File: config.mk
export PLATFORM = sky130hd
export DESIGN_NAME = serial_weekday_clock_unit
export DESIGN_NICKNAME = d
export VERILOG_FILES = /design/src/swc_pkg.sv /design/src/swc_front.sv /design/src/swc_queue.sv /design/src/swc_back.sv /design/src/serial_weekday_clock_unit.sv
export SDC_FILE = /design/constraint.sdc
export NUM_CORES = 1
export LEC_CHECK = 0
export ABC_AREA = 1
export BUFFER_PORTS_ARGS = -buffer_cell sky130_fd_sc_hd__clkbuf_2
export CORE_MARGIN = 1.5
export CORE_UTILIZATION = 60
export CTS_CLUSTER_SIZE = 14
export DETAILED_ROUTE_END_ITERATION = 16
export PLACE_DENSITY = 0.79
export SLEW_MARGIN = 20
export SYNTH_ARGS = -nofsm -noshare
export SYNTH_HDL_FRONTEND = slang
export SYNTH_SLANG_ARGS = --single-unit
File: constraint.sdc
create_clock -name clock -period 12.7 [get_ports clock]
set_clock_uncertainty 0.1 [all_clocks]
set_input_delay 2.54 -clock clock [delete_from_list [all_inputs] [get_ports clock]]
set_output_delay 2.54 -clock clock [all_outputs]
set_load 0.01 [all_outputs]
File: src/swc_pkg.sv
// Shared types, constants and character helpers of the serial weekday clock.
package swc_pkg;

   localparam logic [7:0]  CMD_QUERY   = 8'd49;
   localparam logic [7:0]  CMD_LOAD    = 8'd2;
   localparam logic [15:0] TPS_RESET   = 16'd312;
   localparam logic [7:0]  SEC_LIMIT   = 8'd60;
   localparam logic [7:0]  MIN_LIMIT   = 8'd60;
   localparam logic [7:0]  HOUR_LIMIT  = 8'd24;
   localparam logic [7:0]  DAY_WRAP    = 8'd7;
   localparam logic [7:0]  CHAR_ZERO   = 8'h30;
   localparam logic [7:0]  CHAR_COLON  = 8'h3a;
   localparam logic        TYPE_TICK   = 1'b0;

   // byte positions within the eleven-byte reply "DDDhh:mm:ss"
   localparam logic [3:0]  POS_DAY0    = 4'd0;
   localparam logic [3:0]  POS_DAY1    = 4'd1;
   localparam logic [3:0]  POS_DAY2    = 4'd2;
   localparam logic [3:0]  POS_HOUR_T  = 4'd3;
   localparam logic [3:0]  POS_HOUR_U  = 4'd4;
   localparam logic [3:0]  POS_COLON_A = 4'd5;
   localparam logic [3:0]  POS_MIN_T   = 4'd6;
   localparam logic [3:0]  POS_MIN_U   = 4'd7;
   localparam logic [3:0]  POS_COLON_B = 4'd8;
   localparam logic [3:0]  POS_SEC_T   = 4'd9;
   localparam logic [3:0]  POS_SEC_U   = 4'd10;

   typedef enum logic [2:0] {
      LOAD_IDLE = 3'd0,
      LOAD_DAY  = 3'd1,
      LOAD_HOUR = 3'd2,
      LOAD_MIN  = 3'd3,
      LOAD_SEC  = 3'd4
   } swc_load_type;

   typedef struct packed {
      logic [7:0] weekday;
      logic [7:0] hours;
      logic [7:0] minutes;
      logic [7:0] seconds;
   } swc_snap_type;

   localparam logic [23:0] DAY_NAMES [8] = '{
      "Lun", "Mar", "Mer", "Gio", "Ven", "Sab", "Dom", "---"
   };

   function automatic logic [7:0] day_char(input logic [7:0] day, input logic [1:0] pos);
      logic [2:0]  sel;
      logic [23:0] name;
      logic [7:0]  ch;
      sel  = (day < DAY_WRAP) ? day[2:0] : 3'd7;
      name = DAY_NAMES[sel];
      unique case (pos)
         2'd0:    ch = name[23:16];
         2'd1:    ch = name[15:8];
         default: ch = name[7:0];
      endcase
      return ch;
   endfunction

endpackage

File: src/swc_front.sv
// Front end: takes request words, keeps the clock state and queues time snapshots.
module swc_front (
   input  logic                 clock,
   input  logic                 reset,
   input  logic                 csr_wr_en,
   input  logic [15:0]          csr_wr_data,
   input  logic                 req_valid,
   output logic                 req_ready,
   input  logic                 req_type,
   input  logic [7:0]           req_rx_byte,
   input  logic                 q_full,
   output logic                 q_push,
   output swc_pkg::swc_snap_type q_push_data
);
   import swc_pkg::*;

   logic [15:0]  tps_ff, tps_in;
   logic [15:0]  tick_ff, tick_in;
   logic [7:0]   sec_ff, sec_in;
   logic [7:0]   min_ff, min_in;
   logic [7:0]   hour_ff, hour_in;
   logic [7:0]   day_ff, day_in;
   swc_load_type load_ff, load_in;
   logic         accept;

   assign req_ready = !q_full;
   assign accept    = req_valid && req_ready;

   assign q_push_data.weekday = day_ff;
   assign q_push_data.hours   = hour_ff;
   assign q_push_data.minutes = min_ff;
   assign q_push_data.seconds = sec_ff;

   always_comb begin
      tps_in  = csr_wr_en ? csr_wr_data : tps_ff;
      tick_in = tick_ff;
      sec_in  = sec_ff;
      min_in  = min_ff;
      hour_in = hour_ff;
      day_in  = day_ff;
      load_in = load_ff;
      q_push  = 1'b0;
      if (accept) begin
         if (req_type == TYPE_TICK) begin
            // ripple the carry from prescaler up to weekday
            tick_in = tick_ff + 16'd1;
            if (tick_in == tps_ff) begin
               tick_in = '0;
               sec_in  = sec_ff + 8'd1;
               if (sec_in >= SEC_LIMIT) begin
                  sec_in = '0;
                  min_in = min_ff + 8'd1;
                  if (min_in >= MIN_LIMIT) begin
                     min_in  = '0;
                     hour_in = hour_ff + 8'd1;
                     if (hour_in >= HOUR_LIMIT) begin
                        hour_in = '0;
                        day_in  = day_ff + 8'd1;
                        if (day_in == DAY_WRAP) begin
                           day_in = '0;
                        end
                     end
                  end
               end
            end
         end else begin
            unique case (load_ff)
               LOAD_DAY: begin
                  day_in  = req_rx_byte;
                  load_in = LOAD_HOUR;
               end
               LOAD_HOUR: begin
                  hour_in = req_rx_byte;
                  load_in = LOAD_MIN;
               end
               LOAD_MIN: begin
                  min_in  = req_rx_byte;
                  load_in = LOAD_SEC;
               end
               LOAD_SEC: begin
                  sec_in  = req_rx_byte;
                  tick_in = '0;
                  load_in = LOAD_IDLE;
               end
               default: begin
                  load_in = LOAD_IDLE;
                  if (req_rx_byte == CMD_QUERY) begin
                     q_push = 1'b1;
                  end else if (req_rx_byte == CMD_LOAD) begin
                     load_in = LOAD_DAY;
                  end
               end
            endcase
         end
      end
   end

   always_ff @(posedge clock) begin
      if (reset) begin
         tps_ff  <= TPS_RESET;
         tick_ff <= '0;
         sec_ff  <= '0;
         min_ff  <= '0;
         hour_ff <= '0;
         day_ff  <= '0;
         load_ff <= LOAD_IDLE;
      end else begin
         tps_ff  <= tps_in;
         tick_ff <= tick_in;
         sec_ff  <= sec_in;
         min_ff  <= min_in;
         hour_ff <= hour_in;
         day_ff  <= day_in;
         load_ff <= load_in;
      end
   end

endmodule

File: src/swc_queue.sv
// Small FIFO of time snapshots between front end and reply serializer.
module swc_queue #(
   parameter int DEPTH = 2
) (
   input  logic                  clock,
   input  logic                  reset,
   input  logic                  push,
   input  swc_pkg::swc_snap_type push_data,
   input  logic                  pop,
   output logic                  full,
   output logic                  not_empty,
   output swc_pkg::swc_snap_type head
);
   import swc_pkg::*;

   localparam int PW = (DEPTH > 1) ? $clog2(DEPTH) : 1;
   localparam int CW = $clog2(DEPTH + 1);
   localparam logic [PW-1:0] LAST_PTR = PW'(DEPTH - 1);

   swc_snap_type  slot_ff [DEPTH];
   logic [PW-1:0] wr_ptr_ff, wr_ptr_in;
   logic [PW-1:0] rd_ptr_ff, rd_ptr_in;
   logic [CW-1:0] count_ff, count_in;
   logic          do_push, do_pop;

   assign full      = (count_ff == CW'(DEPTH));
   assign not_empty = (count_ff != '0);
   assign head      = slot_ff[rd_ptr_ff];
   assign do_push   = push && !full;
   assign do_pop    = pop && not_empty;

   always_comb begin
      wr_ptr_in = wr_ptr_ff;
      rd_ptr_in = rd_ptr_ff;
      count_in  = count_ff;
      if (do_push) begin
         wr_ptr_in = (wr_ptr_ff == LAST_PTR) ? '0 : wr_ptr_ff + PW'(1);
      end
      if (do_pop) begin
         rd_ptr_in = (rd_ptr_ff == LAST_PTR) ? '0 : rd_ptr_ff + PW'(1);
      end
      if (do_push && !do_pop) begin
         count_in = count_ff + CW'(1);
      end else if (do_pop && !do_push) begin
         count_in = count_ff - CW'(1);
      end
   end

   always_ff @(posedge clock) begin
      if (reset) begin
         wr_ptr_ff <= '0;
         rd_ptr_ff <= '0;
         count_ff  <= '0;
      end else begin
         wr_ptr_ff <= wr_ptr_in;
         rd_ptr_ff <= rd_ptr_in;
         count_ff  <= count_in;
      end
   end

   always_ff @(posedge clock) begin
      if (do_push) begin
         slot_ff[wr_ptr_ff] <= push_data;
      end
   end

endmodule

File: src/swc_back.sv
// Back end: turns one queued snapshot into the eleven ASCII reply words.
module swc_back (
   input  logic                  clock,
   input  logic                  reset,
   input  logic                  q_not_empty,
   input  swc_pkg::swc_snap_type q_head,
   output logic                  q_pop,
   output logic                  rsp_valid,
   input  logic                  rsp_ready,
   output logic [7:0]            rsp_tx_byte,
   output logic                  rsp_last
);
   import swc_pkg::*;

   logic [3:0]  pos_ff, pos_in;
   logic        valid_ff, valid_in;
   logic [7:0]  byte_ff, byte_in;
   logic        last_ff, last_in;
   logic        advance;
   logic        tens_sel;
   logic [7:0]  value;
   logic [15:0] prod;
   logic [4:0]  quot;
   logic [4:0]  tens;
   logic [7:0]  units;
   logic [7:0]  digit_char;

   assign advance     = q_not_empty && (!valid_ff || rsp_ready);
   assign rsp_valid   = valid_ff;
   assign rsp_tx_byte = byte_ff;
   assign rsp_last    = last_ff;

   // pick the field for this position; value / 10 is (value * 205) >> 11 below 1029
   always_comb begin
      unique case (pos_ff)
         POS_HOUR_T, POS_HOUR_U: value = q_head.hours;
         POS_MIN_T, POS_MIN_U:   value = q_head.minutes;
         default:                value = q_head.seconds;
      endcase
      tens_sel = (pos_ff == POS_HOUR_T) || (pos_ff == POS_MIN_T) || (pos_ff == POS_SEC_T);
      prod     = {8'd0, value} * 16'd205;
      quot     = prod[15:11];
      if (quot >= 5'd20) begin
         tens = quot - 5'd20;
      end else if (quot >= 5'd10) begin
         tens = quot - 5'd10;
      end else begin
         tens = quot;
      end
      units      = value - {quot, 3'd0} - {2'd0, quot, 1'b0};
      digit_char = tens_sel ? (CHAR_ZERO + {3'd0, tens}) : (CHAR_ZERO + units);
   end

   always_comb begin
      pos_in   = pos_ff;
      valid_in = valid_ff;
      byte_in  = byte_ff;
      last_in  = last_ff;
      q_pop    = 1'b0;
      if (advance) begin
         valid_in = 1'b1;
         last_in  = (pos_ff == POS_SEC_U);
         unique case (pos_ff)
            POS_DAY0:                 byte_in = day_char(q_head.weekday, 2'd0);
            POS_DAY1:                 byte_in = day_char(q_head.weekday, 2'd1);
            POS_DAY2:                 byte_in = day_char(q_head.weekday, 2'd2);
            POS_COLON_A, POS_COLON_B: byte_in = CHAR_COLON;
            default:                  byte_in = digit_char;
         endcase
         if (pos_ff == POS_SEC_U) begin
            // drop the snapshot with its final word
            pos_in = POS_DAY0;
            q_pop  = 1'b1;
         end else begin
            pos_in = pos_ff + 4'd1;
         end
      end else if (rsp_ready) begin
         valid_in = 1'b0;
      end
   end

   always_ff @(posedge clock) begin
      if (reset) begin
         pos_ff   <= POS_DAY0;
         valid_ff <= 1'b0;
      end else begin
         pos_ff   <= pos_in;
         valid_ff <= valid_in;
      end
   end

   always_ff @(posedge clock) begin
      byte_ff <= byte_in;
      last_ff <= last_in;
   end

endmodule

File: src/serial_weekday_clock_unit.sv
// Top level of the serial weekday clock: front end, snapshot queue and reply serializer.
// Every request word (tick or received byte) is taken back to back, as long as the
// snapshot queue has room; ticks and load bytes update the registered clock state.
// A query byte (49) stores a snapshot of day, hour, minute and second, and the serializer
// sends it as eleven words "DDDhh:mm:ss", one per cycle while rsp_ready is high. The
// reply being sent keeps its queue slot until its final word, so QUEUE_DEPTH - 1 replies
// can wait behind it; only when the queue is full does req_ready drop. ticks_per_second
// is written through csr_wr_en.
module serial_weekday_clock_unit #(
   parameter int QUEUE_DEPTH = 2
) (
   input  logic        clock,
   input  logic        reset,
   input  logic        csr_wr_en,
   input  logic [15:0] csr_wr_data,
   input  logic        req_valid,
   output logic        req_ready,
   input  logic        req_type,
   input  logic [7:0]  req_rx_byte,
   output logic        rsp_valid,
   input  logic        rsp_ready,
   output logic [7:0]  rsp_tx_byte,
   output logic        rsp_last
);
   import swc_pkg::*;

   logic         q_full;
   logic         q_push;
   logic         q_pop;
   logic         q_not_empty;
   swc_snap_type q_push_data;
   swc_snap_type q_head;

   swc_front u_front (
      .clock       (clock),
      .reset       (reset),
      .csr_wr_en   (csr_wr_en),
      .csr_wr_data (csr_wr_data),
      .req_valid   (req_valid),
      .req_ready   (req_ready),
      .req_type    (req_type),
      .req_rx_byte (req_rx_byte),
      .q_full      (q_full),
      .q_push      (q_push),
      .q_push_data (q_push_data)
   );

   swc_queue #(
      .DEPTH (QUEUE_DEPTH)
   ) u_queue (
      .clock     (clock),
      .reset     (reset),
      .push      (q_push),
      .push_data (q_push_data),
      .pop       (q_pop),
      .full      (q_full),
      .not_empty (q_not_empty),
      .head      (q_head)
   );

   swc_back u_back (
      .clock       (clock),
      .reset       (reset),
      .q_not_empty (q_not_empty),
      .q_head      (q_head),
      .q_pop       (q_pop),
      .rsp_valid   (rsp_valid),
      .rsp_ready   (rsp_ready),
      .rsp_tx_byte (rsp_tx_byte),
      .rsp_last    (rsp_last)
   );

endmodule

# --- After elaboration in Yosys (flattened, before gate mapping) ---
# Memory sizes are Yosys's and may differ from the RTL's. A register that Yosys moved wholly into a read port is not among the register bits.
# Index checks and enable logic that the tools add are counted.
totals:
  reg_bits: 85
  ramBits: 64
  mem_bits_ro: 192
  in_bits: 30
  output_inout_bits: 11
  wordCells: 148
  mem_count: 2
op_classes:
  n_addsub: 16
  multipliers: 1
  magnitude_cmp: 7
  n_eq_ne: 23
  mux: 53
  bitwise: 1
  n_reduce_logical: 31
memory_table:
  columns: ["memory", "depth", "word_bits", "read_ports", "rd_ports_with_merged_regs", "write_ports", "line", "text"]
  rows:
  - ["(no name shown)", 8, 24, 1, 0, 0, "swc_pkg.sv:52", "name = DAY_NAMES[sel];"]
  - ["u_queue.slot_ff", 2, 32, 1, 1, 1, "swc_queue.sv:20", "swc_snap_type slot_ff [DEPTH];"]
ops:
  columns: ["op", "n"]
  rows:
  - ["8-bit two-way mux", 23]
  - ["16-bit two-way mux", 3]
  - ["24-bit two-way mux", 2]
  - ["8-bit by 1-bit adder with 8-bit output (second input constant)", 4]
  - ["8-bit case mux with 4 select lines", 1]
  - ["16-bit by 1-bit adder with 16-bit output (second input constant)", 1]
  - ["16-bit equality test", 1]
  - ["4-bit by 3-bit equality test with 1-bit output (second input constant)", 4]
  - ["8-bit by 6-bit greater-or-equal comparator with 1-bit output (second input constant)", 2]
  - ["8-bit by 8-bit multiplier with 16-bit output (second input constant)", 1]
  - ["8-bit case mux with 2 select lines", 1]
  - ["1-bit two-way mux", 15]
  - ["2-bit nonzero test", 7]
  - ["4-bit equality test (second input constant)", 3]
  - ["3-bit case mux with 4 select lines", 1]
  - ["5-bit two-way mux", 2]
  - ["6-bit by 8-bit adder with 8-bit output (first input constant)", 1]
  - ["4-bit by 2-bit equality test with 1-bit output (second input constant)", 2]
  - ["8-bit by 2-bit equality test with 1-bit output (second input constant)", 1]
  - ["8-bit by 3-bit equality test with 1-bit output (second input constant)", 1]
  - ["8-bit by 6-bit equality test with 1-bit output (second input constant)", 1]
  - ["8-bit by 5-bit greater-or-equal comparator with 1-bit output (second input constant)", 1]
  - ["8-bit by 3-bit less-than comparator with 1-bit output (second input constant)", 1]
  - ["2-bit by 1-bit inequality test with 1-bit output (second input constant)", 4]
  - ["32 further kinds", 49]

# --- Depth between registers and ports, before layout ---
logic_depth:
  word_depth: 10
  ltp_mapped: 42
  mapped_depth_nobuf: 41

# --- By module ---
# From an unflattened synthesis, not the netlist that was laid out.
hier_totals:
  cells_unflattened: 1258
  hier_area_um2: 10142.2
by_module_without_submodules:
  columns: ["module", "n_inst", "cells_each", "area_per_inst_um2", "seq_area_each_um2"]
  rows:
  - ["swc_front", 1, 686, 4240.3, 1341.3]
  - ["swc_back", 1, 435, 3191.8, 370.4]
  - ["swc_queue", 1, 137, 2710.1, 2021.9]

# --- Worst setup path after synthesis ---
# No wires, ideal clock.
synth_timing:
  path_kind: "register -> register"
  start: "register u_back.pos_ff[3]"
  end: "register u_back.byte_ff[7] (netlist: u_back.rsp_tx_byte[7]), data pin"
  arrival_time_ns: 6.985
  t_required_ns: 12.454
  slack_ns: 5.469
  stages_incl_launch_ff: 39
  path_buffers: 1
  path_cell_list: "dfxtp_1 inv_1 nand3_1 inv_1 clkbuf_1 a221oi_1 nor3_1 a21oi_1 inv_1 ha_1 inv_1 fa_1 inv_1 fa_1 inv_1 fa_1 inv_1 ha_1 [... 3 more ...] nand2_1 nand2_1 nand2_1 fa_1 fa_1 inv_1 ha_1 a21oi_1 inv_1 a31oi_1 inv_1 nand2_1 nand2_1 a21oi_1 xor2_1 xor2_1 or2_2 a21oi_1"
synth_between:
  elab_chain_len: 9
  word_cells_on_any_way: 22
synth_lines:
  columns: ["element", "line", "text"]
  rows:
  - ["start: declaration", "swc_back.sv:15", "logic [3:0] pos_ff, pos_in;"]
  - ["start signal: assignment", "swc_back.sv:87", "pos_ff <= pos_in;"]
  - ["4-bit by 3-bit equality test with 1-bit output, or another cell as far along", "swc_back.sv:35", "unique case (pos_ff)"]
  - ["2-bit OR reduction", "swc_back.sv:35", null]
  - ["8-bit case mux with 2 select lines", "swc_back.sv:35", null]
  - ["8-bit by 8-bit multiplier with 16-bit output", "swc_back.sv:41", "prod = {8'd0, value} * 16'd205;"]
  - ["8-bit subtractor", "swc_back.sv:50", "units = value - {quot, 3'd0} - {2'd0, quot, 1'b0};"]
  - ["8-bit by 6-bit subtractor with 8-bit output", "swc_back.sv:50", null]
  - ["6-bit by 8-bit adder with 8-bit output", "swc_back.sv:51", "digit_char = tens_sel ? (CHAR_ZERO + {3'd0, tens}) : (CHAR_ZERO + units);"]
  - ["8-bit two-way mux", "swc_back.sv:51", null]
  - ["8-bit case mux with 4 select lines *", "swc_back.sv:63", "unique case (pos_ff)"]
  - ["end signal: assignment", "swc_back.sv:93", "byte_ff <= byte_in;"]
  - ["end: declaration", "swc_back.sv:17", "logic [7:0] byte_ff, byte_in;"]
# Every way passes the cells marked *; elsewhere a longest branch is shown, timed or not.
# A chain may end at the register's enable or synchronous reset.

# --- Final worst setup path ---
layout_timing:
  start: "register u_back.pos_ff[1]"
  end: "register u_back.byte_ff[7] (netlist: u_back.rsp_tx_byte[7]), data pin"
# Same word-level chain as after synthesis.

==> results list <==
* Clock Tree Root: sky130_fd_sc_hd__clkbuf_16
* Final count of negative-setup-slack endpoints: 0
- The tree built by TritonCTS fans out to 150 sinks.
- The final hold violation count came to 0.
* Number of routed nets with antenna violations: 0
- Net switching power: 247 µW
* Net switching fraction of the power: 0.224
* Count of pins on the block boundary: 41
* Combinational fraction of design power: 0.052
- Clock network latency to the later pin of the worst-skew pair: 0.43 ns
- The largest total area in the synthesized netlist belongs to sky130_fd_sc_hd__edfxtp_1.
- By count the netlist is led by 229 x sky130_fd_sc_hd__nand2_1, 163 x sky130_fd_sc_hd__nor2_1, 154 x sky130_fd_sc_hd__inv_1, 77 x sky130_fd_sc_hd__dfxtp_1, 76 x sky130_fd_sc_hd__o21ai_0.
- Pre-CTS WS: 4.85 ns
* Most prevalent standard cell on the critical path: sky130_fd_sc_hd__inv_1
* Vias in the first global route: 7,294
* I/O Buffers: 40
- In this run the standard cell core region covers 15,200 µm².
* GRT Overall Usage: 0.263
- Starting density of the core: 0.613
- Among all cell types in the netlist, the one instantiated most often is sky130_fd_sc_hd__nand2_1.
- Worst stage delay on the critical path: 0.53 ns
* Startpoint Class: register
- Slew of the pin with the lowest slew margin: 0.813 ns
- The area growth from synthesis to layout is 10.8%.
* Seq cells post-synth: 150
* Total negative slack: 0 ns
- After synthesis, the cell types taking the most area are sky130_fd_sc_hd__edfxtp_1 24%, sky130_fd_sc_hd__dfxtp_1 17%, sky130_fd_sc_hd__ha_1 10%, sky130_fd_sc_hd__nand2_1 9.2%, sky130_fd_sc_hd__nor2_1 6.6%.
- Measured on the finished design, the core utilization comes to 0.679.
* Share of flip-flops with an asynchronous set or reset after synthesis: 0
- Mapped Avg Cell Area: 8.00 µm²
- Maximum capacitance violations: 0
- DRC violation count after routing: 0
- Global placement routability congestion: 0.901
- Slowest cell on crit path: sky130_fd_sc_hd__fa_1
- Initial DRC count: 568
- TritonCTS built the clock tree.
- Net count of the mapped netlist: 1,284
- The critical path is of the register to register type.
- Global-route wire length before repair: 34,100 µm
- Power share of the sequential group: 0.472
- In this run the static leakage power is 0.00464 µW.
- Counting along the longest clock path gives a buffer depth of 2.
* Power density over cell area: 107 nW/µm²
- In the synthesized netlist, the number of instances is 1,164.
* Maximum vdd ir drop: 0.0952 mV
- Total standard cell area after synthesis: 9320 µm²
- Clock-pin slew on the worst setup and hold paths: 0.06 ns
* Post-route cell area: 10,300 µm²
* Count of cell types in the netlist: 57
- Entering global routing, the biggest net connects 46 pins.
- The number of hold buffers added after CTS was 0.
- Worst endpoint required time: 12.88 ns
- In this run, post-CTS repair resized a total of 0 instances.
* Diodes inserted: 0
- Sequential cell area fraction in the yosys report: 0.401
* Antenna violations before repair: 0
- The worst hold path belongs to the class register to register.
* DIE WIDTH: 128 µm
- After clock tree synthesis, the setup repair step added 0 buffers.
* Result of the run: finished clean
- Summing all placed instances gives a cell area of 9680 µm².
* Die ar.: 16,300 µm²
- Average vias per placed instance: 5.58
- Final Worst Setup Slack: 4.84 ns
- In this run the number of H-tree levels came out at 4.
- Final-stage net count: 1,324
- Subtracting the final worst setup slack from the clock period gives 7.86 ns.
* Internal: 859 µW
- The pre-antenna-repair detailed-routing pass consisted of 5 iterations.
- Of the post-synthesis cell area, the dominant cell type holds 0.235.
- In the synthesized netlist the dominant register cell turns out to be sky130_fd_sc_hd__dfxtp_1.
- EDFF count, synth: 73
* Die Y: 128 µm
- RSZ-0062 raised after global routing: no
- Placed wire-length estimate: 14,900 µm
* Final max-slew violation count: 0
* TritonCTS buffer count: 17
- Via count of the routed design: 7,841
* Portion of the clock cycle consumed by the worst path in the final layout: 0.619
- Endpoint type of the worst setup path: register
- CP arrival: 8.04 ns
* Hold slack: 0.380 ns
- Count of yosys warnings during synthesis: 0
- For this block, the routed nets add up to 20,700 µm of wire.
- In the final routed layout, each cell accounts on average for 14.7 µm.
- Of the total power, the clock network draws 0.476.
* Residual overflow from global routing: 0
- Of all nets on the critical path, the largest fanout is 13.
- The floorplan has 45 rows.
- Maximum achievable frequency: 127 MHz
* Share of post-route cells with drive strength above 1: 0.0920
* Worst slew slack as a fraction of its limit: 0.454
-- power groups by stage --
stage               registers (µW)  logic [µW]  clock network (µW)
finish                         522        57.1                 526
global route                   523        64.4                 553
CTS                            522        56.3                 529
detailed placement             532        55.5                   0
floorplan                      529        41.5                   0
global placement               532        54.5                   0
-- worst max-delay path: cells and delay by family (launching register included) --
kind / cells / cell delay (ns)
AO/OA/AOI/OAI: 9 / 1.60
XOR/XNOR: 2 / 0.29
adder cells (fa/ha/maj): 8 / 3.48
buffers and inverters: 8 / 0.53
flip-flops: 1 / 0.41
AND/OR/NAND/NOR: 10 / 1.29
-- sequential cells by signal, summed over array words and instances (netlist names), 8 cells and up, named ones only --
signal,count
u_back.rsp_tx_byte,8
u_front.day_ff,8
u_front.hour_ff,8
u_front.min_ff,8
u_front.sec_ff,8
u_front.tick_ff,16
u_front.tps_ff,16
u_queue.slot_ff,64
-- layer usage --
layer,track usage,vias to the layer above,wire (µm),share of wire
li1,-,3910,-,-
met1,0.344,3593,9040,0.44
met2,0.435,289,9990,0.48
met3,0.0448,49,1110,0.053
met4,0.107,0,541,0.026
met5,0,-,0,0
-- area by class of cell --
type	count	area, µm²
Clock buffer	20	500
Clock inverter	12	136
Fill cell	1222	4880
Inverter	165	626
Multi-Input combinational cell	827	4870
Sequential cell	150	3730
Tap cell	188	235
Timing Repair Buffer	43	223
-- kinds of logic (layout without fill, tap and decap cells) --
family          Yosys count  count (layout)  share of synthesized area
compound gates          187             187                      0.111
fa+ha+maj                90              90                      0.133
flops                   150             150                      0.401
xor+xnor                 47              47                     0.0442
mux                       3               3                    0.00322
simple gates            500             500                      0.229
buf+inv                 187             240                     0.0786
-- final timing paths --
path	start	depth (start not counted)	endpoint	slack [ns]
worst min register to register	u_front.tick_ff[15]$_SDFFE_PP0P_	2	u_front.tick_ff[15]$_SDFFE_PP0P_	0.38
worst min-delay path	u_front.tick_ff[15]$_SDFFE_PP0P_	2	u_front.tick_ff[15]$_SDFFE_PP0P_	0.38
worst max-delay path	u_back.pos_ff[1]$_SDFFE_PP0P_	37	u_back.rsp_tx_byte[7]$_DFFE_PP_	4.84
worst max register to register	u_back.pos_ff[1]$_SDFFE_PP0P_	37	u_back.rsp_tx_byte[7]$_DFFE_PP_	4.84
-- placed cells by master, fill, tap and decap left out, types with 4 or more instances in the layout --
cell,synthesis,final
sky130_fd_sc_hd__clkbuf_16,0,20
sky130_fd_sc_hd__ha_1,75,75
sky130_fd_sc_hd__dfxtp_1,77,77
sky130_fd_sc_hd__nor3_1,19,19
sky130_fd_sc_hd__inv_2,7,8
sky130_fd_sc_hd__nor2_1,163,161
sky130_fd_sc_hd__nor2_2,4,6
sky130_fd_sc_hd__nand2_1,229,229
sky130_fd_sc_hd__a21oi_1,73,72
sky130_fd_sc_hd__nor4_1,5,5
sky130_fd_sc_hd__a221oi_1,11,11
sky130_fd_sc_hd__o21ai_0,76,76
sky130_fd_sc_hd__clkinv_4,1,7
sky130_fd_sc_hd__fa_1,15,15
sky130_fd_sc_hd__xor2_1,38,38
sky130_fd_sc_hd__clkbuf_2,0,40
sky130_fd_sc_hd__xnor2_1,9,9
sky130_fd_sc_hd__nand2_2,5,5
sky130_fd_sc_hd__edfxtp_1,73,73
sky130_fd_sc_hd__inv_1,154,154
sky130_fd_sc_hd__nand2_4,4,4
sky130_fd_sc_hd__nand4_1,8,8
sky130_fd_sc_hd__nand3b_1,4,4
sky130_fd_sc_hd__nand3_1,44,44
-- metrics by stage --
| stage | power (µW) | std cells |
|---|---|---|
| 6_report | 1110 | 1405 |
| 2_1_floorplan | 570 | 1164 |
| 5_1_grt | 1140 | 1405 |
| 3_3_place_gp | 586 | 1373 |
| 3_5_place_dp | 587 | 1373 |
| 4_1_cts | 1110 | 1405 |
Power figures use the tool's default switching activity.
